**src/rtl/rpg_pkg.sv**
```systemverilog
// shared types, constants and character tables for the password generator
package rpg_pkg;

  localparam int MAX_LEN   = 32;
  localparam int SET_COUNT = 8;
  localparam int POS_W     = $clog2(MAX_LEN);
  localparam int LEN_W     = $clog2(MAX_LEN + 1);

  localparam logic [1:0] ERR_OK     = 2'd0;
  localparam logic [1:0] ERR_NOSET  = 2'd1;
  localparam logic [1:0] ERR_MINSUM = 2'd2;

  localparam logic OP_START = 1'b0;
  localparam logic OP_BYTE  = 1'b1;

  localparam logic [1:0] CFG_MASK = 2'd0;
  localparam logic [1:0] CFG_MINS = 2'd1;
  localparam logic [1:0] CFG_LEN  = 2'd2;

  typedef struct packed {
    logic       op;
    logic [7:0] rbyte;
  } item_t;

  function automatic logic [7:0] set_size(input logic [2:0] k);
    case (k)
      3'd0: set_size = 8'd26;
      3'd1: set_size = 8'd26;
      3'd2: set_size = 8'd10;
      3'd3: set_size = 8'd1;
      3'd4: set_size = 8'd1;
      3'd5: set_size = 8'd1;
      3'd6: set_size = 8'd22;
      default: set_size = 8'd8;
    endcase
  endfunction

  function automatic logic [6:0] set_char(input logic [2:0] k, input logic [4:0] r);
    logic [6:0] c;
    c = 7'd0;
    case (k)
      3'd0: c = 7'h41 + {2'b00, r};
      3'd1: c = 7'h61 + {2'b00, r};
      3'd2: c = 7'h30 + {2'b00, r};
      3'd3: c = 7'h2d;
      3'd4: c = 7'h5f;
      3'd5: c = 7'h20;
      3'd6: begin
        case (r)
          5'd0: c = 7'h22;  5'd1: c = 7'h23;  5'd2: c = 7'h24;  5'd3: c = 7'h25;
          5'd4: c = 7'h26;  5'd5: c = 7'h27;  5'd6: c = 7'h2a;  5'd7: c = 7'h2b;
          5'd8: c = 7'h2c;  5'd9: c = 7'h2e;  5'd10: c = 7'h2f; 5'd11: c = 7'h3a;
          5'd12: c = 7'h3b; 5'd13: c = 7'h3d; 5'd14: c = 7'h3f; 5'd15: c = 7'h21;
          5'd16: c = 7'h40; 5'd17: c = 7'h5c; 5'd18: c = 7'h5e; 5'd19: c = 7'h60;
          5'd20: c = 7'h7c; default: c = 7'h7e;
        endcase
      end
      default: begin
        case (r[2:0])
          3'd0: c = 7'h5b; 3'd1: c = 7'h5d; 3'd2: c = 7'h7b; 3'd3: c = 7'h7d;
          3'd4: c = 7'h28; 3'd5: c = 7'h29; 3'd6: c = 7'h3c; default: c = 7'h3e;
        endcase
      end
    endcase
    set_char = c;
  endfunction

endpackage

```
**src/rtl/random_password_generator.sv**
```systemverilog
// top level of the random password generator
// random password generator: a start transaction (opcode 0) checks and latches the settings;
// bad settings give one result with character zero, last_char set and an error code. each
// random-byte transaction (opcode 1) then passes through three steps: latch the byte, form
// byte mod m for the current modulus two bits at a time, and test the byte and write the
// character ram. a byte is dropped unless its whole block of m values lies below 256, which
// is the same as byte < 256 - (256 mod m). after the minimum and fill draws, each accepted
// shuffle byte adds a ram swap (two reads, then two writes) before the next byte is taken.
// the password then comes out one character at a time (ram read, then the output register),
// last_char on the final one, and the receiver can stall it. a two-entry input queue keeps
// accepting transactions while it has room, also while the engine works or the output waits.
module random_password_generator (
  input  logic        clk,
  input  logic        rst_n,
  input  logic        cfg_we,
  input  logic [1:0]  cfg_index,
  input  logic [47:0] cfg_wdata,
  input  logic        in_valid,
  output logic        in_ready,
  input  logic        in_opcode,
  input  logic [7:0]  in_random_byte,
  output logic        out_valid,
  input  logic        out_ready,
  output logic [6:0]  out_character,
  output logic        out_last_char,
  output logic [1:0]  out_error_code
);
  rpg_pkg::item_t in_item, q_item;
  logic q_valid, q_pop;

  // pack the input transaction
  assign in_item.op    = in_opcode;
  assign in_item.rbyte = in_random_byte;

  rpg_front u_front (
    .clk(clk), .rst_n(rst_n), .in_valid(in_valid), .in_ready(in_ready),
    .in_item(in_item), .q_valid(q_valid), .q_item(q_item), .q_pop(q_pop)
  );

  rpg_back u_back (
    .clk(clk), .rst_n(rst_n), .cfg_we(cfg_we), .cfg_index(cfg_index),
    .cfg_wdata(cfg_wdata), .q_valid(q_valid), .q_item(q_item), .q_pop(q_pop),
    .out_valid(out_valid), .out_ready(out_ready), .out_character(out_character),
    .out_last_char(out_last_char), .out_error_code(out_error_code)
  );
endmodule

```
**src/rtl/rpg_ram.sv**
```systemverilog
// generic ram with separate read and write ports and registered read
module rpg_ram #(
  parameter int WIDTH = 8,
  parameter int DEPTH = 32
) (
  input  logic                     clk,
  input  logic                     we,
  input  logic [$clog2(DEPTH)-1:0] waddr,
  input  logic [WIDTH-1:0]         wdata,
  input  logic [$clog2(DEPTH)-1:0] raddr,
  output logic [WIDTH-1:0]         rdata
);
  logic [WIDTH-1:0] mem [DEPTH];
  always_ff @(posedge clk) begin
    if (we) begin
      mem[waddr] <= wdata;
    end
    rdata <= mem[raddr];
  end
endmodule

```
**src/rtl/rpg_front.sv**
```systemverilog
// input side: two-entry queue that accepts transactions independent of the engine while it has a free entry
module rpg_front (
  input  logic          clk,
  input  logic          rst_n,
  input  logic          in_valid,
  output logic          in_ready,
  input  rpg_pkg::item_t in_item,
  output logic          q_valid,
  output rpg_pkg::item_t q_item,
  input  logic          q_pop
);
  rpg_pkg::item_t buf_r [2];
  logic       rd_r, rd_nxt, wr_r, wr_nxt;
  logic [1:0] cnt_r, cnt_nxt;
  logic       push;

  assign in_ready = (cnt_r != 2'd2);
  assign push     = in_valid && in_ready;
  assign q_valid  = (cnt_r != 2'd0);
  assign q_item   = buf_r[rd_r];

  always_comb begin
    rd_nxt  = rd_r ^ (q_pop && q_valid);
    wr_nxt  = wr_r ^ push;
    cnt_nxt = cnt_r + {1'b0, push} - {1'b0, q_pop && q_valid};
  end

  always_ff @(posedge clk) begin
    if (!rst_n) begin
      rd_r  <= 1'b0;
      wr_r  <= 1'b0;
      cnt_r <= 2'd0;
    end else begin
      rd_r  <= rd_nxt;
      wr_r  <= wr_nxt;
      cnt_r <= cnt_nxt;
    end
    if (push) begin
      buf_r[wr_r] <= in_item;
    end
  end
endmodule

```
**src/rtl/rpg_back.sv**
```systemverilog
// engine: rejection sampling, fill, shuffle and password readout
module rpg_back (
  input  logic                 clk,
  input  logic                 rst_n,
  input  logic                 cfg_we,
  input  logic [1:0]           cfg_index,
  input  logic [47:0]          cfg_wdata,
  input  logic                 q_valid,
  input  rpg_pkg::item_t       q_item,
  output logic                 q_pop,
  output logic                 out_valid,
  input  logic                 out_ready,
  output logic [6:0]           out_character,
  output logic                 out_last_char,
  output logic [1:0]           out_error_code
);
  localparam logic [2:0] S_IDLE = 3'd0, S_MIN = 3'd1, S_FILL = 3'd2, S_SHUF = 3'd3;
  localparam logic [2:0] S_SWAP = 3'd4, S_EMIT = 3'd5;
  localparam logic [2:0] ST_RD = 3'd0, ST_WA = 3'd1, ST_WB = 3'd2, ST_RB = 3'd3;
  localparam logic [2:0] ST_DIV = 3'd4;
  localparam int PW = rpg_pkg::POS_W;
  localparam int LW = rpg_pkg::LEN_W;

  logic [7:0]  mask_r;
  logic [47:0] mins_r;
  logic [5:0]  len_r;
  logic [7:0]  lk_mask_r;
  logic [47:0] lk_mins_r;
  logic [LW-1:0] lk_len_r;

  logic [2:0]  st_r;
  logic [2:0]  sub_r;
  logic [2:0]  cur_r;
  logic [5:0]  drawn_r;
  logic [LW-1:0] fill_r;
  logic [LW-1:0] shuf_r;
  logic [PW-1:0] swp_r;
  logic [6:0]  tmp_a_r, tmp_b_r;
  logic [LW-1:0] emit_r;
  logic [7:0]  usize_r;
  logic        emit_wait_r;

  // ram
  logic          we;
  logic [PW-1:0] waddr, raddr;
  logic [6:0]    wdata, rdata;
  rpg_ram #(.WIDTH(7), .DEPTH(rpg_pkg::MAX_LEN)) u_ram (
    .clk(clk), .we(we), .waddr(waddr), .wdata(wdata), .raddr(raddr), .rdata(rdata)
  );

  // settings check at start
  logic [LW-1:0] len_eff;
  logic [8:0]    min_sum;
  logic [7:0]    us;
  always_comb begin
    if (len_r == 6'd0) len_eff = LW'(1);
    else if ({1'b0, len_r} > 7'(rpg_pkg::MAX_LEN)) len_eff = LW'(rpg_pkg::MAX_LEN);
    else len_eff = LW'(len_r);
    min_sum = 9'd0;
    us = 8'd0;
    for (int k = 0; k < rpg_pkg::SET_COUNT; k++) begin
      if (mask_r[k]) min_sum = min_sum + {3'b000, mins_r[6*k +: 6]};
      if (mask_r[k]) us = us + rpg_pkg::set_size(3'(k));
    end
  end

  // modulus for the current step
  logic [7:0] m;
  logic [7:0] r;
  logic       okb;
  always_comb begin
    case (st_r)
      S_MIN:   m = rpg_pkg::set_size(cur_r);
      S_FILL:  m = usize_r;
      default: m = 8'(shuf_r) + 8'd1;
    endcase
  end

  // byte mod m, two quotient bits per cycle
  logic [7:0] div_r, rem_r;
  logic [1:0] dcnt_r;
  logic [7:0] rem_a, rem_b;
  always_comb begin
    rem_a = {rem_r[6:0], div_r[7]};
    if (rem_a >= m) rem_a = rem_a - m;
    rem_b = {rem_a[6:0], div_r[6]};
    if (rem_b >= m) rem_b = rem_b - m;
  end

  // byte kept when its block of m values fits entirely below 256
  assign r   = rem_r;
  assign okb = ({1'b0, q_item.rbyte} - {1'b0, rem_r} + {1'b0, m}) <= 9'd256;

  // union lookup: walk enabled sets
  logic [6:0] uchar;
  always_comb begin
    logic [7:0] rr;
    logic       done;
    rr = r;
    done = 1'b0;
    uchar = 7'd0;
    for (int k = 0; k < rpg_pkg::SET_COUNT; k++) begin
      if (!done && lk_mask_r[k]) begin
        if (rr < rpg_pkg::set_size(3'(k))) begin
          uchar = rpg_pkg::set_char(3'(k), rr[4:0]);
          done = 1'b1;
        end else begin
          rr = rr - rpg_pkg::set_size(3'(k));
        end
      end
    end
  end

  // next min step: first enabled set at or after a given one with a nonzero minimum
  function automatic logic [3:0] next_set(input logic [7:0] msk, input logic [47:0] mn,
                                          input logic [3:0] from);
    logic [3:0] res;
    res = 4'd8;
    for (int k = 7; k >= 0; k--) begin
      if (4'(k) >= from && msk[k] && mn[6*k +: 6] != 6'd0) res = 4'(k);
    end
    return res;
  endfunction

  logic is_start, is_byte;
  assign is_start = q_valid && q_item.op == rpg_pkg::OP_START;
  assign is_byte  = q_valid && q_item.op == rpg_pkg::OP_BYTE;

  logic err_pend_r;
  logic [1:0] err_code_r;
  logic [3:0] ns_start, ns_cur;
  assign ns_start = next_set(mask_r, mins_r, 4'd0);
  assign ns_cur   = next_set(lk_mask_r, lk_mins_r, {1'b0, cur_r} + 4'd1);

  always_comb begin
    we = 1'b0; waddr = fill_r[PW-1:0]; wdata = 7'd0;
    raddr = shuf_r[PW-1:0];
    q_pop = 1'b0;
    case (st_r)
      S_MIN: if (sub_r == ST_WA && is_byte && okb) begin
        we = 1'b1; wdata = rpg_pkg::set_char(cur_r, r[4:0]);
      end
      S_FILL: if (sub_r == ST_WA && is_byte && okb) begin
        we = 1'b1; wdata = uchar;
      end
      S_SWAP: begin
        if (sub_r == ST_RD) raddr = swp_r;
        if (sub_r == ST_WA) begin we = 1'b1; waddr = shuf_r[PW-1:0]; wdata = tmp_b_r; end
        if (sub_r == ST_WB) begin we = 1'b1; waddr = swp_r; wdata = tmp_a_r; end
      end
      S_EMIT: raddr = emit_r[PW-1:0];
      default: ;
    endcase
    if (st_r != S_SWAP && st_r != S_EMIT && !err_pend_r && q_valid) begin
      if (is_start || st_r == S_IDLE || sub_r == ST_WA) q_pop = 1'b1;
    end
  end

  // output register
  logic       ov_r;
  logic [6:0] oc_r;
  logic       ol_r;
  logic [1:0] oe_r;
  assign out_valid = ov_r;
  assign out_character = oc_r;
  assign out_last_char = ol_r;
  assign out_error_code = oe_r;

  always_ff @(posedge clk) begin
    if (!rst_n) begin
      mask_r <= 8'd0; mins_r <= 48'd0; len_r <= 6'd16;
      st_r <= S_IDLE; sub_r <= ST_RD; ov_r <= 1'b0; err_pend_r <= 1'b0;
      emit_wait_r <= 1'b0;
    end else begin
      if (cfg_we) begin
        unique case (cfg_index)
          rpg_pkg::CFG_MASK: mask_r <= cfg_wdata[7:0];
          rpg_pkg::CFG_MINS: mins_r <= cfg_wdata;
          rpg_pkg::CFG_LEN:  len_r  <= cfg_wdata[5:0];
          default: ;
        endcase
      end
      if (ov_r && out_ready) ov_r <= 1'b0;
      if (err_pend_r && (!ov_r || out_ready)) begin
        ov_r <= 1'b1; oc_r <= 7'd0; ol_r <= 1'b1; oe_r <= err_code_r; err_pend_r <= 1'b0;
      end
      if (q_pop && is_start) begin
        sub_r <= ST_RD;
        if (mask_r == 8'd0) begin
          err_pend_r <= 1'b1; err_code_r <= rpg_pkg::ERR_NOSET; st_r <= S_IDLE;
        end else if (min_sum > 9'(len_eff)) begin
          err_pend_r <= 1'b1; err_code_r <= rpg_pkg::ERR_MINSUM; st_r <= S_IDLE;
        end else begin
          lk_mask_r <= mask_r; lk_mins_r <= mins_r; lk_len_r <= len_eff;
          usize_r <= us; fill_r <= '0; drawn_r <= 6'd0;
          if (ns_start[3]) st_r <= S_FILL;
          else begin st_r <= S_MIN; cur_r <= ns_start[2:0]; end
        end
      end else begin
        case (st_r)
          S_MIN, S_FILL, S_SHUF: begin
            if (sub_r == ST_RD) begin
              if (is_byte) begin
                rem_r <= 8'd0; div_r <= q_item.rbyte; dcnt_r <= 2'd0; sub_r <= ST_DIV;
              end
            end else if (sub_r == ST_DIV) begin
              rem_r <= rem_b;
              div_r <= {div_r[5:0], 2'b00};
              dcnt_r <= dcnt_r + 2'd1;
              if (dcnt_r == 2'd3) sub_r <= ST_WA;
            end else if (is_byte) begin
              sub_r <= ST_RD;
              if (okb) begin
                if (st_r == S_MIN) begin
                  fill_r <= fill_r + LW'(1);
                  if (drawn_r + 6'd1 < lk_mins_r[6*cur_r +: 6]) drawn_r <= drawn_r + 6'd1;
                  else begin
                    drawn_r <= 6'd0;
                    if (!ns_cur[3]) cur_r <= ns_cur[2:0];
                    else if (fill_r + LW'(1) < lk_len_r) st_r <= S_FILL;
                    else if (lk_len_r == LW'(1)) begin st_r <= S_EMIT; emit_r <= '0; end
                    else begin st_r <= S_SHUF; shuf_r <= lk_len_r - LW'(1); end
                  end
                end else if (st_r == S_FILL) begin
                  fill_r <= fill_r + LW'(1);
                  if (fill_r + LW'(1) >= lk_len_r) begin
                    if (lk_len_r == LW'(1)) begin st_r <= S_EMIT; emit_r <= '0; end
                    else begin st_r <= S_SHUF; shuf_r <= lk_len_r - LW'(1); end
                  end
                end else begin
                  swp_r <= r[PW-1:0]; st_r <= S_SWAP; sub_r <= ST_RD;
                end
              end
            end
          end
          S_SWAP: begin
            // ram read of shuf_r was issued in previous state; capture a then b
            case (sub_r)
              ST_RD: begin tmp_a_r <= rdata; sub_r <= ST_RB; end
              ST_RB: begin tmp_b_r <= rdata; sub_r <= ST_WA; end
              ST_WA: sub_r <= ST_WB;
              default: begin
                sub_r <= ST_RD;
                if (shuf_r == LW'(1)) begin st_r <= S_EMIT; emit_r <= '0; end
                else begin st_r <= S_SHUF; shuf_r <= shuf_r - LW'(1); end
              end
            endcase
          end
          S_EMIT: begin
            // wait for the registered ram read, then present when output slot is free
            if (!emit_wait_r) emit_wait_r <= 1'b1;
            else if (!ov_r || out_ready) begin
              ov_r <= 1'b1; oc_r <= rdata; oe_r <= rpg_pkg::ERR_OK;
              ol_r <= (emit_r + LW'(1) == lk_len_r);
              emit_wait_r <= 1'b0;
              if (emit_r + LW'(1) == lk_len_r) st_r <= S_IDLE;
              else emit_r <= emit_r + LW'(1);
            end
          end
          default: sub_r <= ST_RD;
        endcase
      end
    end
  end
endmodule

```
**config.mk**
```make
export PLATFORM = sky130hd
export DESIGN_NAME = random_password_generator
export DESIGN_NICKNAME = d
export VERILOG_FILES = /design/src/rtl/rpg_pkg.sv /design/src/rtl/random_password_generator.sv /design/src/rtl/rpg_ram.sv /design/src/rtl/rpg_front.sv /design/src/rtl/rpg_back.sv
export SDC_FILE = /design/constraint.sdc
export NUM_CORES = 1
export LEC_CHECK = 0
export BUFFER_PORTS_ARGS = -buffer_cell sky130_fd_sc_hd__buf_2
export CAP_MARGIN = 25
export CELL_PAD_IN_SITES_DETAIL_PLACEMENT = 1
export CELL_PAD_IN_SITES_GLOBAL_PLACEMENT = 2
export CORE_ASPECT_RATIO = 1.4
export CORE_MARGIN = 2
export CORE_UTILIZATION = 45
export DETAILED_ROUTE_END_ITERATION = 12
export PLACE_DENSITY = 0.95
export SLEW_MARGIN = 15
export SYNTH_ARGS = -nofsm -noshare
export SYNTH_HDL_FRONTEND = slang
export SYNTH_SLANG_ARGS = --single-unit
export TNS_END_PERCENT = 10
```
**constraint.sdc**
```tcl
create_clock -name clk -period 27.4 [get_ports clk]
set_input_delay 1.37 -clock clk [delete_from_list [all_inputs] [get_ports clk]]
set_output_delay 1.37 -clock clk [all_outputs]
set_load 0.005 [all_outputs]
```
==> results of run 1 <==
synth_stat cells, types with 6 or more instances:
cell type / instances / area (um2)
nand2_1: 414 / 1554
edfxtp_1: 388 / 11650
nor2_1: 201 / 754.5
a21oi_1: 193 / 965.9
ha_1: 138 / 1727
inv_1: 116 / 435.4
clkbuf_1: 109 / 409.1
o21ai_0: 104 / 520.5
dfxtp_1: 90 / 1802
a211oi_1: 85 / 638.1
xnor2_1: 78 / 683.2
and2_1: 74 / 462.9
nand3_1: 57 / 285.3
mux2i_1: 54 / 540.5
a31oi_1: 40 / 250.2
xor2_1: 37 / 324.1
a21o_1: 36 / 270.3
nor3_1: 36 / 180.2
mux2_2: 33 / 371.6
a311oi_1: 29 / 254.0
nor2b_1: 27 / 168.9
o211ai_1: 25 / 187.7
nand2b_1: 22 / 137.6
and3_1: 20 / 125.1
nand4_1: 19 / 118.9
fa_1: 17 / 340.3
nor4_1: 16 / 100.1
and2_0: 14 / 87.58
o21bai_1: 14 / 105.1
o31ai_1: 14 / 105.1
o21ai_1: 13 / 65.06
or4_1: 13 / 97.59
a22oi_1: 12 / 90.09
mux4_2: 12 / 270.3
buf_1: 11 / 41.29
a221o_1: 10 / 100.1
o21a_1: 10 / 75.07
nor3b_1: 9 / 67.56
o22ai_1: 9 / 56.30
or3_1: 9 / 56.30
a21boi_0: 8 / 60.06
a222oi_1: 8 / 80.08
nand3b_1: 6 / 45.04
o31a_1: 6 / 52.55
power by group through the flow:
stage | clock [mW] | sequential [mW] | combinational, mW
2_1_floorplan | 0 | 0.867 | 0.743
5_1_grt | 0.712 | 0.886 | 1.13
4_1_cts | 0.687 | 0.882 | 1.02
3_5_place_dp | 0 | 0.897 | 1.01
3_3_place_gp | 0 | 0.893 | 0.960
6_report | 0.679 | 0.882 | 1.03
how the worst min path moves through the flow:
stage,startpoint,endpoint,slack (ns)
final,u_back.mins_r[33]$_SDFFE_PN0P_,u_back.mins_r[33]$_SDFFE_PN0P_,0.51
after global routing,u_back.mins_r[0]$_SDFFE_PN0P_,u_back.lk_mins_r[0]$_DFFE_PP_,0.52
after CTS,u_back.mins_r[5]$_SDFFE_PN0P_,u_back.mins_r[5]$_SDFFE_PN0P_,0.51
after detailed placement,u_back.mins_r[0]$_SDFFE_PN0P_,u_back.lk_mins_r[0]$_DFFE_PP_,0.49
after global placement,u_back.mins_r[0]$_SDFFE_PN0P_,u_back.lk_mins_r[0]$_DFFE_PP_,0.46
after floorplan,u_back.mask_r[2]$_SDFFE_PN0P_,u_back.lk_mask_r[2]$_DFFE_PP_,0.41
per-layer routing:
metal,vias to the layer above,share of wire [%],global-route usage (%)
li1,10290,-,-
met1,11140,36,27.56
met2,562,55,52.99
met3,237,3.5,2.980
met4,0,5.9,14.73
met5,-,0,0
worst max-delay path, delay by kind of cell (launching register included):
kind                     cells  cell delay [ns]
AND/OR/NAND/NOR              8             2.14
adder cells (fa/ha/maj)      4             1.33
multiplexers                 2             0.84
flip-flops                   1             0.72
AO/OA/AOI/OAI               16             4.44
buffers and inverters        2             0.59
XOR/XNOR                     1             0.43
through the flow:
step                      area, um2  setup slack (ns)
after global placement        29440             16.90
final                         31160             16.58
after global routing          31160             15.87
after detailed placement      29470             16.31
after CTS                     31100             16.30
after floorplan               28240             14.95
area by class of cell:
class,instances,area (um2),share of cell area (%)
clock inverters,35,397.9,1.277
multi-input cells,2051,13970,44.85
clock buffers,54,1234,3.959
well taps,825,1032,3.313
flip-flops and latches,478,13450,43.17
repair buffers,104,623.1,2.000
inverters,119,446.7,1.433
state kept, by name, summed over array words and instances, names as in the netlist, 7 cells and up, named ones only:
register and cells:
u_back.u_ram.mem 224, u_back.out_character 7, u_back.r 8, u_back.u_ram.rdata 7, u_back.div_r 8, u_back.mask_r 8, u_front.buf_r 18, u_back.usize_r 8
u_back.mins_r 48, u_back.tmp_b_r 7, u_back.lk_mask_r 8, u_back.tmp_a_r 7, u_back.lk_mins_r 48
kinds of logic after synthesis:
logic type / Yosys count / synth area share (%)
fa+ha+maj: 155 / 7.319
simple gates: 968 / 16.12
mux: 104 / 4.452
flops: 478 / 47.63
xor+xnor: 117 / 3.761
buf+inv: 246 / 3.354
compound gates: 707 / 17.36
==> flow_summary.yaml, run 1 <==
global_routing:
  antenna_found_initial: 0
  grt_usage_pct: 26.98
  grt_max_degree: 94
  grt-ovfl-total: 0
  grt_pass1_wl_um: 135700
  grt_pass1_vias: 24010
final_layout:
  antenna_cells: 0
  layout_commonest_cell: "nand2_1"
  fillers: 6771
  syn_to_final_growth_pct: 10.34
  fin_cells: 3666
  final_cell_mix: "414 x nand2_1, 388 x edfxtp_1, 199 x nor2_1"
  fin_util_pct: 50.24
  fin_nets: 3021
  layout-drive-gt1-share_pct: 10.56
critical_path:
  r2r_cells: 33
  required_ns: 27.67
  cp_slowest_cell: "edfxtp_1"
  endpoint_kind: "register"
  critPathKind: "reg -> reg"
  slowest_delay_ns: 0.72
  start_kind: "register"
  cp_common_cell: "ha_1"
  critPathLaunch: "u_back.r[2]$_DFFE_PP_"
  ff2ff_setup_slack_ns: 16.58
  critPathArrivalTime_ns: 11.09
  worstReg2RegEnd: "u_back.u_ram.mem[26][5]$_DFFE_PP_"
  crit_fanout: 32
  critPathCapture: "u_back.u_ram.mem[26][5]$_DFFE_PP_"
  timing.rr.start: "u_back.r[2]$_DFFE_PP_"
run:
  drv_cap: 0
synth:
  synth.distinct_cells: 112
  syn_nets: 2994
  async_reset_ff_share_pct: 0
  synth_cells: 2775
  syn_area_um2: 28240
  synth_edf_count: 388
  synth_ff_type: "edfxtp_1"
  synth_seq_cells: 478
  ys.warnings.count: 0
  avgSynthCellArea_um2: 10.18
  seq_area_frac_synth_pct: 47.63
timing:
  fmax_mhz: 92.44
  hold_violations: 0
  relSlewSlack_pct: 30.58
  rsz0062_at_grt: "no"
  fin_crit_ns: 10.82
  finalClockSkew_ns: 0.05248
  post-route-period-util_pct: 39.48
  setup_violations: 0
  timing.hold.ws_ns: 0.5060
  setup_tns_ns: 0
  slew_viol_final: 0
  tightest_slew_ns: 1.040
floorplanning:
  io_pins: 76
  rows: 108
  die_area_um2: 64810
  fp.dieH_um: 300.4
  core_um2: 62020
  start_util_pct: 45.53
  die_w_um: 215.7
detailed_routing:
  via_per_inst: 6.065
  drc_errors: 0
  drt_iter0_markers: 1504
  ant_nets: 0
  drt-wirelength-per-cell_um: 24.08
  dr.pass1.iters: 7
  routed_wirelength_um: 88290
  vias: 22230
hold_path:
  whs_path_depth: 2
  hp-class: "reg -> reg"
place:
  globalplace.congestion: 0.9027
  dpl.cell_count: 3574
  numPortBuffers: 75
  hpwl_um: 65940
power_and_ir_drop:
  p_seq_share_pct: 34.1
  powerDensity_nw_per_um2: 83.14
  p_leak_nw: 11.54
  comb_power_share_pct: 39.7
  finalPower_mw: 2.591
  sw_frac_of_total_pct: 38.56
  clkPwrFrac_pct: 26.2
  power_switching_uw: 999.1
  p_int_mw: 1.592
  ir_worst_vdd_mv: 0.05815
clocking:
  clock_latency_ns: 0.64
  path_clk_slew_ns: 0.06
  htreeDepth: 2
  root_buffer: "clkbuf_16"
  cts_resized: 0
  post_cts_buffers: 0
  cts_inserted_buffers: 48
  numClockSinks: 478
  cts_hold_buf: 0
  cts_tree: "done"
  clk_path_buf_depth: 3
run_status:
  status: "finished clean"
Power figures use the tool's default switching activity.
==> run 2: changes to the inputs <==
- CORE_UTILIZATION: 45 -> 42
- PLACE_DENSITY: 0.95 -> 0.91
- clock period: 27.4 -> 10.19 ns (I/O delays scaled with it)
==> run 2 against run 1 <==
Against the previous run:
- die area grew 7.0%
- sequential share of layout area shrank 0.093 points
- clock power increased to 2.5 times the previous value
- highest routed layer unchanged
- clock skew increased by 0.015 ns
- largest cell class unchanged
- core utilization fell by 3.3 points
- sequential power rose to 2.7 times the previous value
- largest power group unchanged
==> flow_summary.yaml, run 2 (synthesis gave the netlist of run 1 again) <==
run_status:
  status: "finished clean"
power_and_ir_drop:
  ir_worst_vdd_mv: 0.1243
  sw_frac_of_total_pct: 39.22
  power_switching_mw: 2.688
  comb_power_share_pct: 40.8
  p_leak_nw: 11.58
  p_seq_share_pct: 34.4
  p_int_mw: 4.166
  powerDensity_nw_per_um2: 219.5
  clkPwrFrac_pct: 24.8
  finalPower_mw: 6.854
detailed_routing:
  dr.pass1.iters: 5
  ant_nets: 0
  drt_iter0_markers: 1163
  drc_errors: 0
  via_per_inst: 5.996
  routed_wirelength_um: 87020
  vias: 22280
  drt-wirelength-per-cell_um: 23.42
critical_path:
  cp_common_cell: "ha_1"
  cpLargestDelayFamily: "compound AO/OA/AOI/OAI gates"
  start_kind: "register"
  critPathArrivalTime_ns: 10.11
  timing.rr.start: "u_back.r[2]$_DFFE_PP_"
  worstReg2RegEnd: "u_back.u_ram.mem[18][4]$_DFFE_PP_"
  required_ns: 10.64
  r2r_cells: 35
  crit_fanout: 32
  endpoint_kind: "register"
  critPathLaunch: "u_back.r[2]$_DFFE_PP_"
  cp_slowest_cell: "o311a_1"
  ff2ff_setup_slack_ns: 0.52
  cp_num_buf_inv: 5
  critPathKind: "reg -> reg"
  slowest_delay_ns: 0.46
clocking:
  clk_path_buf_depth: 3
  clock_latency_ns: 0.64
  numClockSinks: 478
  root_buffer: "clkbuf_16"
  cts_inserted_buffers: 47
  cts_hold_buf: 0
  cts_tree: "done"
  htreeDepth: 2
  path_clk_slew_ns: 0.06
timing:
  post-route-period-util_pct: 94.86
  hold_violations: 0
  tightest_slew_ns: 1.007
  slew_viol_final: 0
  fin_crit_ns: 9.666
  setup_violations: 0
  finalClockSkew_ns: 0.06747
  fmax_mhz: 103.5
  relSlewSlack_pct: 32.59
run:
  drv_cap: 0
floorplanning:
  start_util_pct: 42.43
  die_w_um: 223.2
  fp.dieH_um: 310.8
  rows: 112
  die_area_um2: 69360
  core_um2: 66560
  io_pins: 76
final_layout:
  fin_cells: 3716
  layout-drive-gt1-share_pct: 11.22
  largestRegisters: "u_back.u_ram.mem x224, u_back.lk_mins_r x48, u_back.mins_r x48"
  final_cell_mix: "414 x nand2_1, 388 x edfxtp_1, 199 x nor2_1"
  largest_reg_flops: 224
  layout_commonest_cell: "nand2_1"
  antenna_cells: 0
  syn_to_final_growth_pct: 10.58
  regMostFlops: "u_back.u_ram.mem"
  fin_nets: 3041
global_routing:
  grt_usage_pct: 24.65
  grt_pass1_vias: 23950
  grt_max_degree: 87
  antenna_found_initial: 1
  grt-ovfl-total: 0
  grt_pass1_wl_um: 134000
place:
  dpl.cell_count: 3620
  hpwl_um: 64210
  globalplace.congestion: 0.8884
  numPortBuffers: 75
hold_path:
  hp-class: "in -> reg"
  hp-start: "in_random_byte[1]"
  whs_path_depth: 1
  holdPathEnd: "u_front.buf_r[1][1]$_DFFE_PP_"
run 2: cell count changes in the layout (fill, tap and decap cells not counted), sizes merged:
cell | before | now
clkinv | 25 | 19
buf | 104 | 124
inv | 119 | 118
clkbuf | 54 | 64
clkinvlp | 5 | 7
bufinv | 5 | 0
run 2: worst max-delay path by stage:
stage,to,slack [ns],cells after the start
5_1_grt,u_back.u_ram.mem[19][4]$_DFFE_PP_,-0.01,35
6_report,u_back.u_ram.mem[18][4]$_DFFE_PP_,0.52,35
3_3_place_gp,u_back.u_ram.mem[18][4]$_DFFE_PP_,0.83,36
2_1_floorplan,u_back.u_ram.mem[0][6]$_DFFE_PP_,-0.06,35
3_5_place_dp,u_back.u_ram.mem[18][4]$_DFFE_PP_,0.33,33
4_1_cts,u_back.u_ram.mem[16][1]$_DFFE_PP_,0.36,33
run 2: metal layers:
layer	routed length [um]	global-route usage [%]	part of all wire [%]
met4	4681	12.89	5.4
met3	3187	2.559	3.7
met1	31750	26.12	36
met2	47410	47.54	54
met5	0	0	0
run 2: repair_timing:
action,CTS,global route
setup buffers,0,4
setup endpoints to repair,0,227
gates resized for setup,0,11
run 2: area by class of cell:
type	instances	area [um2]
Fill cell	7269	35340
Multi-Input combinational cell	2051	13980
Sequential cell	478	13450
Clock buffer	63	1276
Tap cell	855	1070
Timing Repair Buffer	125	779.5
Inverter	119	450.4
Clock inverter	25	219.0
run 2: power by group through the flow:
stage	Clock [mW]	Sequential, mW	Combinational, mW
2_1_floorplan	0	2.33	2.00
3_3_place_gp	0	2.39	2.62
3_5_place_dp	0	2.40	2.75
4_1_cts	1.72	2.36	2.78
5_1_grt	1.78	2.37	3.06
6_report	1.70	2.36	2.80
run 2: metrics by stage:
step	hold WS, ns	setup WS [ns]	TNS (ns)	instance area, um2	utilization [%]
2_1_floorplan	0.4064	-0.05801	-1.856	28250	-
3_3_place_gp	0.4449	0.8322	0	29620	44.51
3_5_place_dp	0.4660	0.3346	0	29620	44.51
4_1_cts	0.04036	0.3582	0	31120	46.75
5_1_grt	0.05856	-0.01047	-0.1673	31230	46.92
6_report	0.07105	0.5236	0	31230	46.92
